==> config.mk <==
export PLATFORM = sky130hd
export DESIGN_NAME = pending_request_timeout_table_core_flat
export DESIGN_NICKNAME = d
export VERILOG_FILES = /design/src/rtl/core/prtt_pkg.sv /design/src/rtl/core/prtt_if.sv /design/src/rtl/core/pending_request_timeout_table_core.sv /design/src/rtl/core/prtt_cell.sv /design/src/flat_wrapper.sv
export VERILOG_INCLUDE_DIRS = /design/src /design/src/rtl/core
export SDC_FILE = /design/constraint.sdc
export NUM_CORES = 1
export LEC_CHECK = 0
export ABC_AREA = 1
export BUFFER_PORTS_ARGS = -buffer_cell sky130_fd_sc_hd__buf_2
export CAP_MARGIN = 20
export CORE_ASPECT_RATIO = 0.7
export CORE_MARGIN = 8
export CORE_UTILIZATION = 25
export CTS_CLUSTER_SIZE = 12
export DETAILED_ROUTE_END_ITERATION = 12
export HOLD_SLACK_MARGIN = 0.06
export PLACE_DENSITY = 0.48
export SETUP_SLACK_MARGIN = 0.05
export SYNTH_ARGS = -nofsm -noshare
export SYNTH_HDL_FRONTEND = slang
export SYNTH_SLANG_ARGS = --single-unit
==> constraint.sdc <==
create_clock -name i_clk -period 6.1 [get_ports i_clk]
set_input_delay 1.83 -clock i_clk [delete_from_list [all_inputs] [get_ports i_clk]]
set_output_delay 1.83 -clock i_clk [all_outputs]
set_load 0.1 [all_outputs]
==> src/rtl/core/pending_request_timeout_table_core_defines.svh <==
// Assertion macros for the pending request timeout table core.
// Included by files that carry concurrent assertions; no other dependencies.
`ifndef PENDING_REQUEST_TIMEOUT_TABLE_CORE_DEFINES_SVH
`define PENDING_REQUEST_TIMEOUT_TABLE_CORE_DEFINES_SVH

// Implication checked every clock edge outside reset.
`define PRTT_ASSERT_IMP(label, clk, rst_n, ante, cons, msg) \
    label: assert property (@(posedge clk) disable iff (!rst_n) (ante) |-> (cons)) \
        else $error(msg);

// Plain invariant checked every clock edge outside reset.
`define PRTT_ASSERT_ALWAYS(label, clk, rst_n, prop, msg) \
    label: assert property (@(posedge clk) disable iff (!rst_n) (prop)) \
        else $error(msg);

`endif

==> src/rtl/core/prtt_pkg.sv <==
// Shared types and constants for the pending request timeout table core.
// No dependencies; used by the interfaces, the cell and the top level.
package prtt_pkg;

    localparam int TABLE_DEPTH_DEF = 16;
    localparam int ID_W            = 16;
    localparam int DATA_W          = 32;
    localparam int TICK_W          = 8;

    localparam logic [TICK_W-1:0] TIMEOUT_RESET = 8'd5;

    localparam logic [1:0] REQ_TICK = 2'd0;
    localparam logic [1:0] REQ_WAIT = 2'd1;
    localparam logic [1:0] REQ_SEND = 2'd2;

    localparam logic CODE_OK       = 1'b0;
    localparam logic CODE_TIMEDOUT = 1'b1;

    // register index (paddr bit 2)
    localparam logic REG_TIMEOUT = 1'b0;

    // command broadcast to every cell
    typedef struct packed {
        logic [1:0]        op;
        logic [ID_W-1:0]   cid;
        logic [TICK_W-1:0] timeout;
    } t_cmd;

    // token handed from cell to cell
    typedef struct packed {
        logic live;
        logic done;
    } t_tok;

    // reply event raised by the cell holding the token
    typedef struct packed {
        logic            hit;
        logic [ID_W-1:0] client;
    } t_hit;

    typedef struct packed {
        logic [ID_W-1:0]          dest_id;
        logic                     reply_code;
        logic signed [DATA_W-1:0] reply_data;
        logic                     last;
    } t_reply;

endpackage

==> src/rtl/core/prtt_if.sv <==
// Valid/ready channel interfaces for request and reply beats.
// Depends on prtt_pkg for field widths.
interface prtt_req_if import prtt_pkg::*; ();
    logic                     valid;
    logic                     ready;
    logic [1:0]               req_type;
    logic [ID_W-1:0]          client_id;
    logic signed [DATA_W-1:0] payload;

    modport source (output valid, req_type, client_id, payload, input ready);
    modport sink   (input valid, req_type, client_id, payload, output ready);
endinterface

interface prtt_rep_if import prtt_pkg::*; ();
    logic                     valid;
    logic                     ready;
    logic [ID_W-1:0]          dest_id;
    logic                     reply_code;
    logic signed [DATA_W-1:0] reply_data;
    logic                     last;

    modport source (output valid, dest_id, reply_code, reply_data, last, input ready);
    modport sink   (input valid, dest_id, reply_code, reply_data, last, output ready);
endinterface

==> src/rtl/core/pending_request_timeout_table_core.sv <==
// Top level of the pending request timeout table: controller, reply buffer,
// APB register and the row of entry cells. Depends on prtt_pkg, prtt_if, prtt_cell.
//
// A table of TABLE_DEPTH waiting clients kept in a row of cells. Each accepted
// request launches a token at cell 0 that moves one cell per unstalled cycle: a wait
// claims the first free cell it passes, a send pairs with the first valid cell
// and emits two OK beats (waiting client, then sender), a tick decrements every
// valid cell and emits one timed-out beat per cell that reaches zero, in index
// order. Full-table waits, empty-table sends and request type 3 produce no
// beats. The last beat of each request has last set. A tick timed-out beat is
// held one step in a pending register so its last flag is known before it
// leaves. After its accepting edge an item keeps the input closed while its
// token walks through the cells and through a closing state; a reply beat
// due while the output register is still full stalls the walk or holds the
// close, so a new item is taken only once the last one is through. The output
// register lets the closing beat of one item wait downstream while the next
// item is accepted. timeout_ticks sits at byte address 0 (paddr[2] == 0); a
// value of 0 expires after 256 ticks.
module pending_request_timeout_table_core import prtt_pkg::*; #(
    parameter int TABLE_DEPTH = TABLE_DEPTH_DEF
) (
    input  logic               i_clk,
    input  logic               i_rst_n,
    prtt_req_if.sink           i_req,
    prtt_rep_if.source         o_rep,
    input  logic               psel,
    input  logic               penable,
    input  logic               pwrite,
    input  logic [2:0]         paddr,
    input  logic [31:0]        pwdata,
    output logic [31:0]        prdata,
    output logic               pready
);

    `include "pending_request_timeout_table_core_defines.svh"

    localparam logic [1:0] ST_IDLE = 2'd0;
    localparam logic [1:0] ST_WALK = 2'd1;
    localparam logic [1:0] ST_FIN  = 2'd2;

    // control
    logic [1:0]               r_state, n_state;
    logic                     r_matched, n_matched;
    logic                     r_pend_vld, n_pend_vld;
    logic [ID_W-1:0]          r_pend, n_pend;
    logic                     r_out_vld;
    t_reply                   r_out;
    logic [TICK_W-1:0]        r_timeout;

    // captured request
    logic [1:0]               r_op;
    logic [ID_W-1:0]          r_cid;
    logic signed [DATA_W-1:0] r_data;

    logic                     w_acc;
    logic                     w_adv;
    logic                     w_stall;
    logic                     w_out_free;
    logic                     w_push;
    t_reply                   w_push_rep;
    logic                     w_hit_any;
    logic [ID_W-1:0]          w_hit_client;
    logic [TABLE_DEPTH-1:0]   w_live;
    logic                     w_cfg_wr;
    t_cmd                     w_cmd;

    t_tok                     w_tok_in  [TABLE_DEPTH];
    t_tok                     w_tok_out [TABLE_DEPTH];
    t_hit                     w_hit     [TABLE_DEPTH];

    // ---------------- APB register ----------------
    assign pready   = 1'b1;
    assign w_cfg_wr = psel && penable && pwrite && (paddr[2] == REG_TIMEOUT);
    assign prdata   = (paddr[2] == REG_TIMEOUT) ? {24'd0, r_timeout} : 32'd0;

    always_ff @(posedge i_clk) begin
        if (!i_rst_n) begin
            r_timeout <= TIMEOUT_RESET;
        end else if (w_cfg_wr) begin
            r_timeout <= pwdata[TICK_W-1:0];
        end
    end

    // ---------------- cell row ----------------
    assign i_req.ready = (r_state == ST_IDLE);
    assign w_acc       = i_req.valid && i_req.ready;
    assign w_cmd       = '{op: r_op, cid: r_cid, timeout: r_timeout};
    assign w_adv       = !w_stall;

    // token enters cell 0 on the accepting edge
    assign w_tok_in[0] = '{live: w_acc, done: 1'b0};

    for (genvar g = 0; g < TABLE_DEPTH; g++) begin : g_cell
        if (g > 0) begin : g_link
            assign w_tok_in[g] = w_tok_out[g-1];
        end
        prtt_cell u_cell (
            .i_clk   (i_clk),
            .i_rst_n (i_rst_n),
            .i_adv   (w_adv),
            .i_cmd   (w_cmd),
            .i_tok   (w_tok_in[g]),
            .o_tok   (w_tok_out[g]),
            .o_hit   (w_hit[g])
        );
        assign w_live[g] = w_tok_out[g].live;
    end

    // only the token holder can raise a hit, so an AND-OR select is enough
    always_comb begin
        w_hit_any    = 1'b0;
        w_hit_client = '0;
        for (int i = 0; i < TABLE_DEPTH; i++) begin
            w_hit_any    = w_hit_any | w_hit[i].hit;
            w_hit_client = w_hit_client | (w_hit[i].hit ? w_hit[i].client : '0);
        end
    end

    // ---------------- sequencing and reply beats ----------------
    assign w_out_free = !r_out_vld || o_rep.ready;

    always_comb begin
        n_state    = r_state;
        n_matched  = r_matched;
        n_pend_vld = r_pend_vld;
        n_pend     = r_pend;
        w_push     = 1'b0;
        w_push_rep = '0;
        w_stall    = 1'b0;
        case (r_state)
            ST_IDLE: begin
                if (w_acc) begin
                    n_state   = ST_WALK;
                    n_matched = 1'b0;
                end
            end
            ST_WALK: begin
                if (w_hit_any) begin
                    if (r_op == REQ_TICK) begin
                        if (r_pend_vld) begin
                            if (w_out_free) begin
                                w_push     = 1'b1;
                                w_push_rep = '{dest_id: r_pend, reply_code: CODE_TIMEDOUT,
                                               reply_data: '0, last: 1'b0};
                                n_pend     = w_hit_client;
                            end else begin
                                w_stall = 1'b1;
                            end
                        end else begin
                            n_pend_vld = 1'b1;
                            n_pend     = w_hit_client;
                        end
                    end else begin
                        // send: waiting client's beat goes straight out
                        if (w_out_free) begin
                            w_push     = 1'b1;
                            w_push_rep = '{dest_id: w_hit_client, reply_code: CODE_OK,
                                           reply_data: r_data, last: 1'b0};
                            n_matched  = 1'b1;
                        end else begin
                            w_stall = 1'b1;
                        end
                    end
                end
                if (w_live[TABLE_DEPTH-1] && !w_stall) begin
                    n_state = ST_FIN;
                end
            end
            ST_FIN: begin
                if (r_op == REQ_TICK && r_pend_vld) begin
                    if (w_out_free) begin
                        w_push     = 1'b1;
                        w_push_rep = '{dest_id: r_pend, reply_code: CODE_TIMEDOUT,
                                       reply_data: '0, last: 1'b1};
                        n_pend_vld = 1'b0;
                        n_state    = ST_IDLE;
                    end
                end else if (r_op == REQ_SEND && r_matched) begin
                    if (w_out_free) begin
                        w_push     = 1'b1;
                        w_push_rep = '{dest_id: r_cid, reply_code: CODE_OK,
                                       reply_data: r_data, last: 1'b1};
                        n_state    = ST_IDLE;
                    end
                end else begin
                    n_state = ST_IDLE;
                end
            end
            default: begin
                n_state = ST_IDLE;
            end
        endcase
    end

    always_ff @(posedge i_clk) begin
        if (!i_rst_n) begin
            r_state    <= ST_IDLE;
            r_matched  <= 1'b0;
            r_pend_vld <= 1'b0;
            r_out_vld  <= 1'b0;
        end else begin
            r_state    <= n_state;
            r_matched  <= n_matched;
            r_pend_vld <= n_pend_vld;
            if (w_push) begin
                r_out_vld <= 1'b1;
            end else if (o_rep.ready) begin
                r_out_vld <= 1'b0;
            end
        end
    end

    always_ff @(posedge i_clk) begin
        r_pend <= n_pend;
        if (w_push) begin
            r_out <= w_push_rep;
        end
        if (w_acc) begin
            r_op   <= i_req.req_type;
            r_cid  <= i_req.client_id;
            r_data <= i_req.payload;
        end
    end

    assign o_rep.valid      = r_out_vld;
    assign o_rep.dest_id    = r_out.dest_id;
    assign o_rep.reply_code = r_out.reply_code;
    assign o_rep.reply_data = r_out.reply_data;
    assign o_rep.last       = r_out.last;

    // ---------------- assertions ----------------
    `PRTT_ASSERT_ALWAYS(a_one_token, i_clk, i_rst_n, $onehot0(w_live), "two live tokens")
    `PRTT_ASSERT_IMP(a_idle_tok, i_clk, i_rst_n, i_req.ready, w_live == '0, "token in idle")
    `PRTT_ASSERT_IMP(a_idle_pend, i_clk, i_rst_n, i_req.ready, !r_pend_vld, "beat held in idle")
    `PRTT_ASSERT_IMP(a_fin_tok, i_clk, i_rst_n, r_state == ST_FIN, w_live == '0, "token in close")
    `PRTT_ASSERT_IMP(a_stall_hold, i_clk, i_rst_n, w_stall, ##1 $stable(w_live), "moved in stall")

endmodule

==> src/rtl/core/prtt_cell.sv <==
// One table entry: valid mark, client id, ticks left, plus the walking token.
// Depends on prtt_pkg.
module prtt_cell import prtt_pkg::*; (
    input  logic i_clk,
    input  logic i_rst_n,
    input  logic i_adv,
    input  t_cmd i_cmd,
    input  t_tok i_tok,
    output t_tok o_tok,
    output t_hit o_hit
);

    logic              r_valid;
    logic [ID_W-1:0]   r_client;
    logic [TICK_W-1:0] r_ticks;
    t_tok              r_tok;

    logic              n_valid;
    logic [ID_W-1:0]   n_client;
    logic [TICK_W-1:0] n_ticks;
    logic              w_claim;
    logic              w_hit;

    always_comb begin
        w_claim  = 1'b0;
        w_hit    = 1'b0;
        n_valid  = r_valid;
        n_client = r_client;
        n_ticks  = r_ticks;
        if (r_tok.live) begin
            case (i_cmd.op)
                REQ_TICK: begin
                    if (r_valid) begin
                        n_ticks = r_ticks - TICK_W'(1);
                        if (r_ticks == TICK_W'(1)) begin
                            w_hit   = 1'b1;
                            n_valid = 1'b0;
                        end
                    end
                end
                REQ_WAIT: begin
                    if (!r_valid && !r_tok.done) begin
                        w_claim  = 1'b1;
                        n_valid  = 1'b1;
                        n_client = i_cmd.cid;
                        n_ticks  = i_cmd.timeout;
                    end
                end
                REQ_SEND: begin
                    if (r_valid && !r_tok.done) begin
                        w_claim = 1'b1;
                        w_hit   = 1'b1;
                        n_valid = 1'b0;
                    end
                end
                default: begin
                    w_claim = 1'b0;
                end
            endcase
        end
    end

    assign o_tok = '{live: r_tok.live, done: r_tok.done | w_claim};
    assign o_hit = '{hit: w_hit, client: r_client};

    always_ff @(posedge i_clk) begin
        if (!i_rst_n) begin
            r_valid <= 1'b0;
            r_tok   <= '0;
        end else if (i_adv) begin
            r_valid <= n_valid;
            r_tok   <= i_tok;
        end
    end

    always_ff @(posedge i_clk) begin
        if (i_adv) begin
            r_client <= n_client;
            r_ticks  <= n_ticks;
        end
    end

endmodule
==> src/flat_wrapper.sv <==
// flat-port wrapper written by rule: the top's interface ports become plain ports
module pending_request_timeout_table_core_flat import prtt_pkg::*;
#(
    parameter int TABLE_DEPTH = TABLE_DEPTH_DEF
)
  (i_clk, i_rst_n, psel, penable, pwrite, paddr, pwdata, prdata, pready, i_req_valid, i_req_req_type, i_req_client_id, i_req_payload, i_req_ready, o_rep_valid, o_rep_dest_id, o_rep_reply_code, o_rep_reply_data, o_rep_last, o_rep_ready);
  prtt_req_if i_req_i ();
  prtt_rep_if o_rep_i ();
  input  logic i_clk;
  input  logic i_rst_n;
  input  logic psel;
  input  logic penable;
  input  logic pwrite;
  input  logic [2:0] paddr;
  input  logic [31:0] pwdata;
  output logic [31:0] prdata;
  output logic pready;
  input wire logic [$bits(i_req_i.valid)-1:0] i_req_valid;
  input wire logic [$bits(i_req_i.req_type)-1:0] i_req_req_type;
  input wire logic [$bits(i_req_i.client_id)-1:0] i_req_client_id;
  input wire logic [$bits(i_req_i.payload)-1:0] i_req_payload;
  output wire logic [$bits(i_req_i.ready)-1:0] i_req_ready;
  output wire logic [$bits(o_rep_i.valid)-1:0] o_rep_valid;
  output wire logic [$bits(o_rep_i.dest_id)-1:0] o_rep_dest_id;
  output wire logic [$bits(o_rep_i.reply_code)-1:0] o_rep_reply_code;
  output wire logic [$bits(o_rep_i.reply_data)-1:0] o_rep_reply_data;
  output wire logic [$bits(o_rep_i.last)-1:0] o_rep_last;
  input wire logic [$bits(o_rep_i.ready)-1:0] o_rep_ready;
  assign i_req_i.valid = i_req_valid;
  assign i_req_i.req_type = i_req_req_type;
  assign i_req_i.client_id = i_req_client_id;
  assign i_req_i.payload = i_req_payload;
  assign i_req_ready = i_req_i.ready;
  assign o_rep_valid = o_rep_i.valid;
  assign o_rep_dest_id = o_rep_i.dest_id;
  assign o_rep_reply_code = o_rep_i.reply_code;
  assign o_rep_reply_data = o_rep_i.reply_data;
  assign o_rep_last = o_rep_i.last;
  assign o_rep_i.ready = o_rep_ready;
  pending_request_timeout_table_core #(.TABLE_DEPTH(TABLE_DEPTH)) u_core (.i_clk(i_clk), .i_rst_n(i_rst_n), .i_req(i_req_i), .o_rep(o_rep_i), .psel(psel), .penable(penable), .pwrite(pwrite), .paddr(paddr), .pwdata(pwdata), .prdata(prdata), .pready(pready));
endmodule
Word-level counts from Yosys, hierarchy flattened
Cells that the tools add are included.
{"block": "word_totals", "ff_bits": 560, "output_inout_bits": 85, "wordCells": 674}
{"block": "op_classes", "n_eq_ne": 77, "n_reduce_logical": 130, "bitwise_logic": 46, "add_sub_neg": 16, "n_mux": 313}
{"op": "50-bit 2-to-1 mux", "count": 9}
{"op": "16-bit 2-to-1 mux", "count": 18}
{"op": "8-bit 2-to-1 mux", "count": 33}
{"op": "8-bit one-hot mux with 2 select lines", "count": 16}
{"op": "16-bit OR", "count": 15}
{"op": "1-bit 2-to-1 mux", "count": 180}
{"op": "5-bit AND reduction", "count": 34}
{"op": "8-bit by 1-bit == test with 1-bit output, second input constant", "count": 16}
{"op": "8-bit by 1-bit subtractor with 8-bit output, second input constant", "count": 16}
{"op": "2-bit != test, second input constant", "count": 51}
{"op": "50-bit one-hot mux with 2 select lines", "count": 1}
{"op": "1-bit one-hot mux with 2 select lines", "count": 34}
{"op": "4-bit AND reduction", "count": 17}
{"op": "1-bit one-hot mux with 3 select lines", "count": 16}
{"op": "1-bit logical AND", "count": 37}
{"op": "1-bit logical NOT", "count": 33}
{"op": "1-bit OR", "count": 29}
{"op": "2-bit by 1-bit != test with 1-bit output, second input constant", "count": 6}
{"op": "2-bit 2-to-1 mux", "count": 5}
{"op": "2-bit nonzero test", "count": 4}
{"op": "2-bit one-hot mux with 3 select lines", "count": 1}
{"op": "2-bit by 1-bit == test with 1-bit output, second input constant", "count": 2}
{"op": "2-bit == test, second input constant", "count": 2}
{"op": "2-bit logical NOT", "count": 2}
{"op": "4 further kinds", "count": 5}

Logic depth before layout (Yosys ltp)
{"block": "logic_depth", "ltp_word": 26, "ltp_mapped": 18, "depth_no_buf": 16}

Cells and area by module
From an unflattened synthesis, not the netlist that was laid out.
{"block": "hier_totals", "hier_cells": 2883, "area_unflattened_um2": 27737.9}
{"module": "prtt_cell at u_core.g_cell[14].u_cell ...", "cells_per_inst": 122, "area_each_um2": 1285.0, "n_inst": 11}
{"module": "pending_request_timeout_table_core", "cells_per_inst": 936, "area_each_um2": 7328.3, "n_inst": 1}
{"module": "prtt_cell at u_core.g_cell[0].u_cell ...", "cells_per_inst": 121, "area_each_um2": 1255.0, "n_inst": 5}

Worst setup path after synthesis
Ideal clock, no wire load.
{"block": "synth_timing", "path_kind": "input -> output", "startpoint": "input paddr[2]", "endpoint": "output prdata[0]", "path_stages": 2, "slack_ns": 0.988, "arrival_time_ns": 3.282, "cell_sequence": "clkbuf_1 nor2_1"}
{"block": "synth_via", "elab_chain_cells": 1}
{"item": "from (decl)", "line_no": "flat_wrapper.sv:14", "rtl": "input logic [2:0] paddr;"}
{"item": "8-bit 2-to-1 mux", "line_no": "pending_request_timeout_table_core.sv:74", "rtl": "assign prdata = (paddr[2] == REG_TIMEOUT) ? {24'd0, r_timeout} : 32'd0;"}
{"item": "to (decl)", "line_no": "flat_wrapper.sv:16", "rtl": "output logic [31:0] prdata;"}
Every way passes these cells.

Final worst setup path
{"block": "layout_timing", "startpoint": "input paddr[2]", "endpoint": "output prdata[7]"}
The elaborated chain is that of the path after synthesis.

==> key figures <==
Min path
  • Hold Crit Class: flip-flop to flip-flop

Pwr
  • Comb power frac: 10.7%
  • Sw Pwr: 2.61 mW
  • Leak: 11.9 nW
  • P_int: 7.14 mW
  • Power consumption: 9.75 mW
  • Cell area power density: 322 nW/um^2
  • Clock network fraction of design power: 42.3%
  • Maximum vdd drop: 0.159 mV
  • Switching Share: 26.8%
  • Seq pwr share: 47.1%

Layout
  • Reg area: 16200 sq um
  • Fillers: 10700
  • Area of the multi-input gates: 8020 sq um
  • Final #Nets: 2952
  • Share of cells above drive strength 1: 11.7%
  • Area Growth Syn to Fin: 18.4%

Job
  • Max-cap violations: 0

Timing
  • Final setup viols: 0
  • Fin crit share: 71.3%
  • Slew @ Worst Pin: 1.07 ns
  • Setup TNS: 0 ns
  • Minimum clock period after layout: 4.35 ns
  • Worst hold slack: 0.482 ns
  • Final Max Tran Viols: 0
  • Max Clock Freq: 230 MHz
  • Layout Skew: 0.0301 ns
  • Final hold violation count: 0
  • Slew HR: 28.9%
  • RSZ-0062 raised after global routing: false

Clocking
  • Clock latency on the worst-skew pair: 0.62 ns
  • Total CTS buffers: 67
  • CTS tree: built
  • Clock root cell: clkbuf_16
  • Clock transition at the registers of the reported paths: 0.06 ns
  • H-tree levels: 3
  • Post-CTS Setup Bufs: 0
  • Clk buf depth: 3
  • Sink Count: 560
  • Cts hold-fix bufs: 0
  • Post-CTS sizing: 0

Critical path
  • Crit path capture type: output port
  • Kind of critical path: input port to output port
  • Crit-path max FO: 9
  • Worst R2R End: u_core.g_cell[13].u_cell.r_client[13]
  • Startpoint types: input port
  • Crit path launch: paddr[2]
  • Crit-path slowest cell: buf_2
  • Critical Path RT: 4.27 ns
  • Reg2reg setup slack: 1.77 ns
  • End of the critical path: prdata[7]
  • Slowest cell delay on critical path: 0.43 ns
  • Worst path most repeated cell: buf_2
  • RR Startpoint: u_core.r_op[0]
  • CP Cell Sequence: buf_2 > nor2_1 > buf_2
  • Worst reg2reg path depth: 12
  • Crit path DAT: 2.52 ns

Outcome
  • Outcome: completed

Floorplan
  • Initial Utilization: 25.1%
  • Num rows: 98
  • Die Y: 284 microns
  • IO Count: 177
  • Die X: 398 microns
  • Core area: 102000 sq um
  • Die area: 113000 sq um

Yosys
  • Synthesized area: 25600 sq um
  • Register area share after synthesis: 63.4%
  • Post-synth top area cell: edfxtp_1
  • Synth Warn #: 0
  • Synth cell types: 36
  • Top-area cell type share of the netlist area: 58.7%
  • Synthesized instance count: 2654
  • Async set or reset register ratio after synthesis: 0%
  • EDFF count, synth: 500
  • Most area-consuming cells after synthesis: edfxtp_1 (59%), nand2_1 (12%), dfxtp_1 (4.7%)
  • Main synth FF type: edfxtp_1
  • Seq cells post-synth: 560
  • Mean Syn Cell Area: 9.63 sq um

Placement
  • Post-DP HPWL: 47600 microns
  • Placer Congestion: 0.769
  • Port bufs: 125

GRT
  • GRT Total Usage: 12.6%
  • First-pass GRT wire length: 110000 microns
  • Initial antenna violation count: 4
  • Vias in the first global route: 17400
  • GRT overflow: 0
  • Pin count of the biggest net entering global routing: 70

Routing
  • Met3 routed WL: 4540 microns
  • Vias per cell: 4.35
  • DRT Pass-1 Iters: 5
  • Antenna-violating nets left: 0
  • DRC Markers: 0
  • Post-Route WL: 73200 microns
  • Met2 wire length: 29600 microns
  • Vias: 18400
  • DRT met1 WL: 37900 microns
  • Iteration-0 DRC Markers: 1301
  • Wire length per cell: 17.3 microns
  • Max Used Layer: met5
-- per-stage QoR --
stage,instance area (sq um),cells,setup slack [ns],util (%)
final,30300,4225,1.75,29.7
after global routing,30300,4224,1.40,29.7
after CTS,30200,4221,1.72,29.7
after detailed placement,28000,4099,1.60,27.5
after global placement,28000,4098,1.58,27.5
after floorplan,25700,2677,0.988,-
-- logic make-up (layout without fill, tap and decap cells) --
logic type	count (synthesis)	after routing	synth area share, %
DFF	560	560	63.4
adders and majority gates	39	39	1.91
other	2	26	0.0294
xor gates and xnor gates	23	23	0.788
and+or+nand+nor	1327	1327	20.9
AOI/OAI and AO/OA	339	339	7.00
buffers and inverters	364	561	5.93
-- synthesized netlist by cell type (all sizes together), types with 39 or more instances --
cell / n
nand2: 816
edfxtp: 500
nor2: 287
inv: 248
o21ai: 171
a21oi: 138
nand3: 120
buf: 67
dfxtp: 60
nand4: 49
clkbuf: 47
nor3: 46
ha: 39
-- worst min path at each step --
stage                              startpoint             endpoint  cells after the start
after floorplan           u_core.r_timeout[1]  u_core.r_timeout[1]                      2
after global placement       u_core.r_matched     u_core.r_matched                      2
after detailed placement     u_core.r_matched     u_core.r_matched                      2
after CTS                    u_core.r_matched     u_core.r_matched                      2
after global routing         u_core.r_matched     u_core.r_matched                      2
final                     u_core.r_timeout[1]  u_core.r_timeout[1]                      2
-- metal layers --
layer,vias to the layer above,track usage [%]
met2,456,17.9
met3,89,2.76
met1,8647,19.4
met4,4,2.46
met5,-,0
li1,9176,-
-- layout make-up --
class / instances / share of cell area, %
clock buffer: 82 / 5.93
sequential: 560 / 53.6
inverter: 250 / 3.10
antenna: 1 / 0.00827
multi-input combinational: 1753 / 26.5
tap: 1350 / 5.58
clock inverter: 40 / 1.51
timing repair buffer: 189 / 3.81
-- worst max-delay path: cells and delay by family --
kind | cells | cell delay, ns
buf+inv | 2 | 0.58
simple gates | 1 | 0.10
-- placed cells by master (no fill, tap or decap), types with 3 or more instances in the layout --
cell type    n
clkinv_2    11
nand3b_1     3
clkbuf_16   68
clkinv_8     3
xnor2_1      4
a21oi_1    134
a21oi_2      4
nor3_1      44
buf_2      125
conb_1      25
xor2_1      19
nand3_1    120
clkbuf_1    10
nor2_1     269
a21boi_1     8
a31oi_1      4
clkbuf_8     4
nor4_1       3
nand2_1    814
a21boi_2     3
buf_4       60
o21ai_0    169
inv_1      233
inv_2       15
edfxtp_1   500
ha_1        38
bufinv_16    9
o31ai_1      5
dfxtp_1     60
nand4_1     49
a211oi_1     5
nor2_2      17
clkinv_1    15
-- state kept, by name (all words and copies together) (netlist names), 2 cells and up --
signal	cells
u_core.r_pend	16
u_core.g_cell.u_cell.r_tok	15
u_core.r_cid	16
u_core.g_cell.u_cell.r_client	256
u_core.g_cell.u_cell.r_valid	16
u_core.g_cell.u_cell.o_tok	16
u_core.r_op	2
u_core.g_cell.u_cell.r_ticks	128
u_core.r_data	32
u_core.r_timeout	8
u_core.o_rep.dest_id	16
u_core.o_rep.reply_data	32
u_core.r_state	2
-- power groups by stage --
stage / Sequential [mW] / Combinational (mW) / Clock (mW)
2_1_floorplan: 4.61 / 0.689 / 0
3_3_place_gp: 4.67 / 1.03 / 0
3_5_place_dp: 4.67 / 1.04 / 0
4_1_cts: 4.59 / 1.04 / 4.24
5_1_grt: 4.61 / 1.16 / 4.38
6_report: 4.59 / 1.04 / 4.12
(Power assumes the default switching activity.)
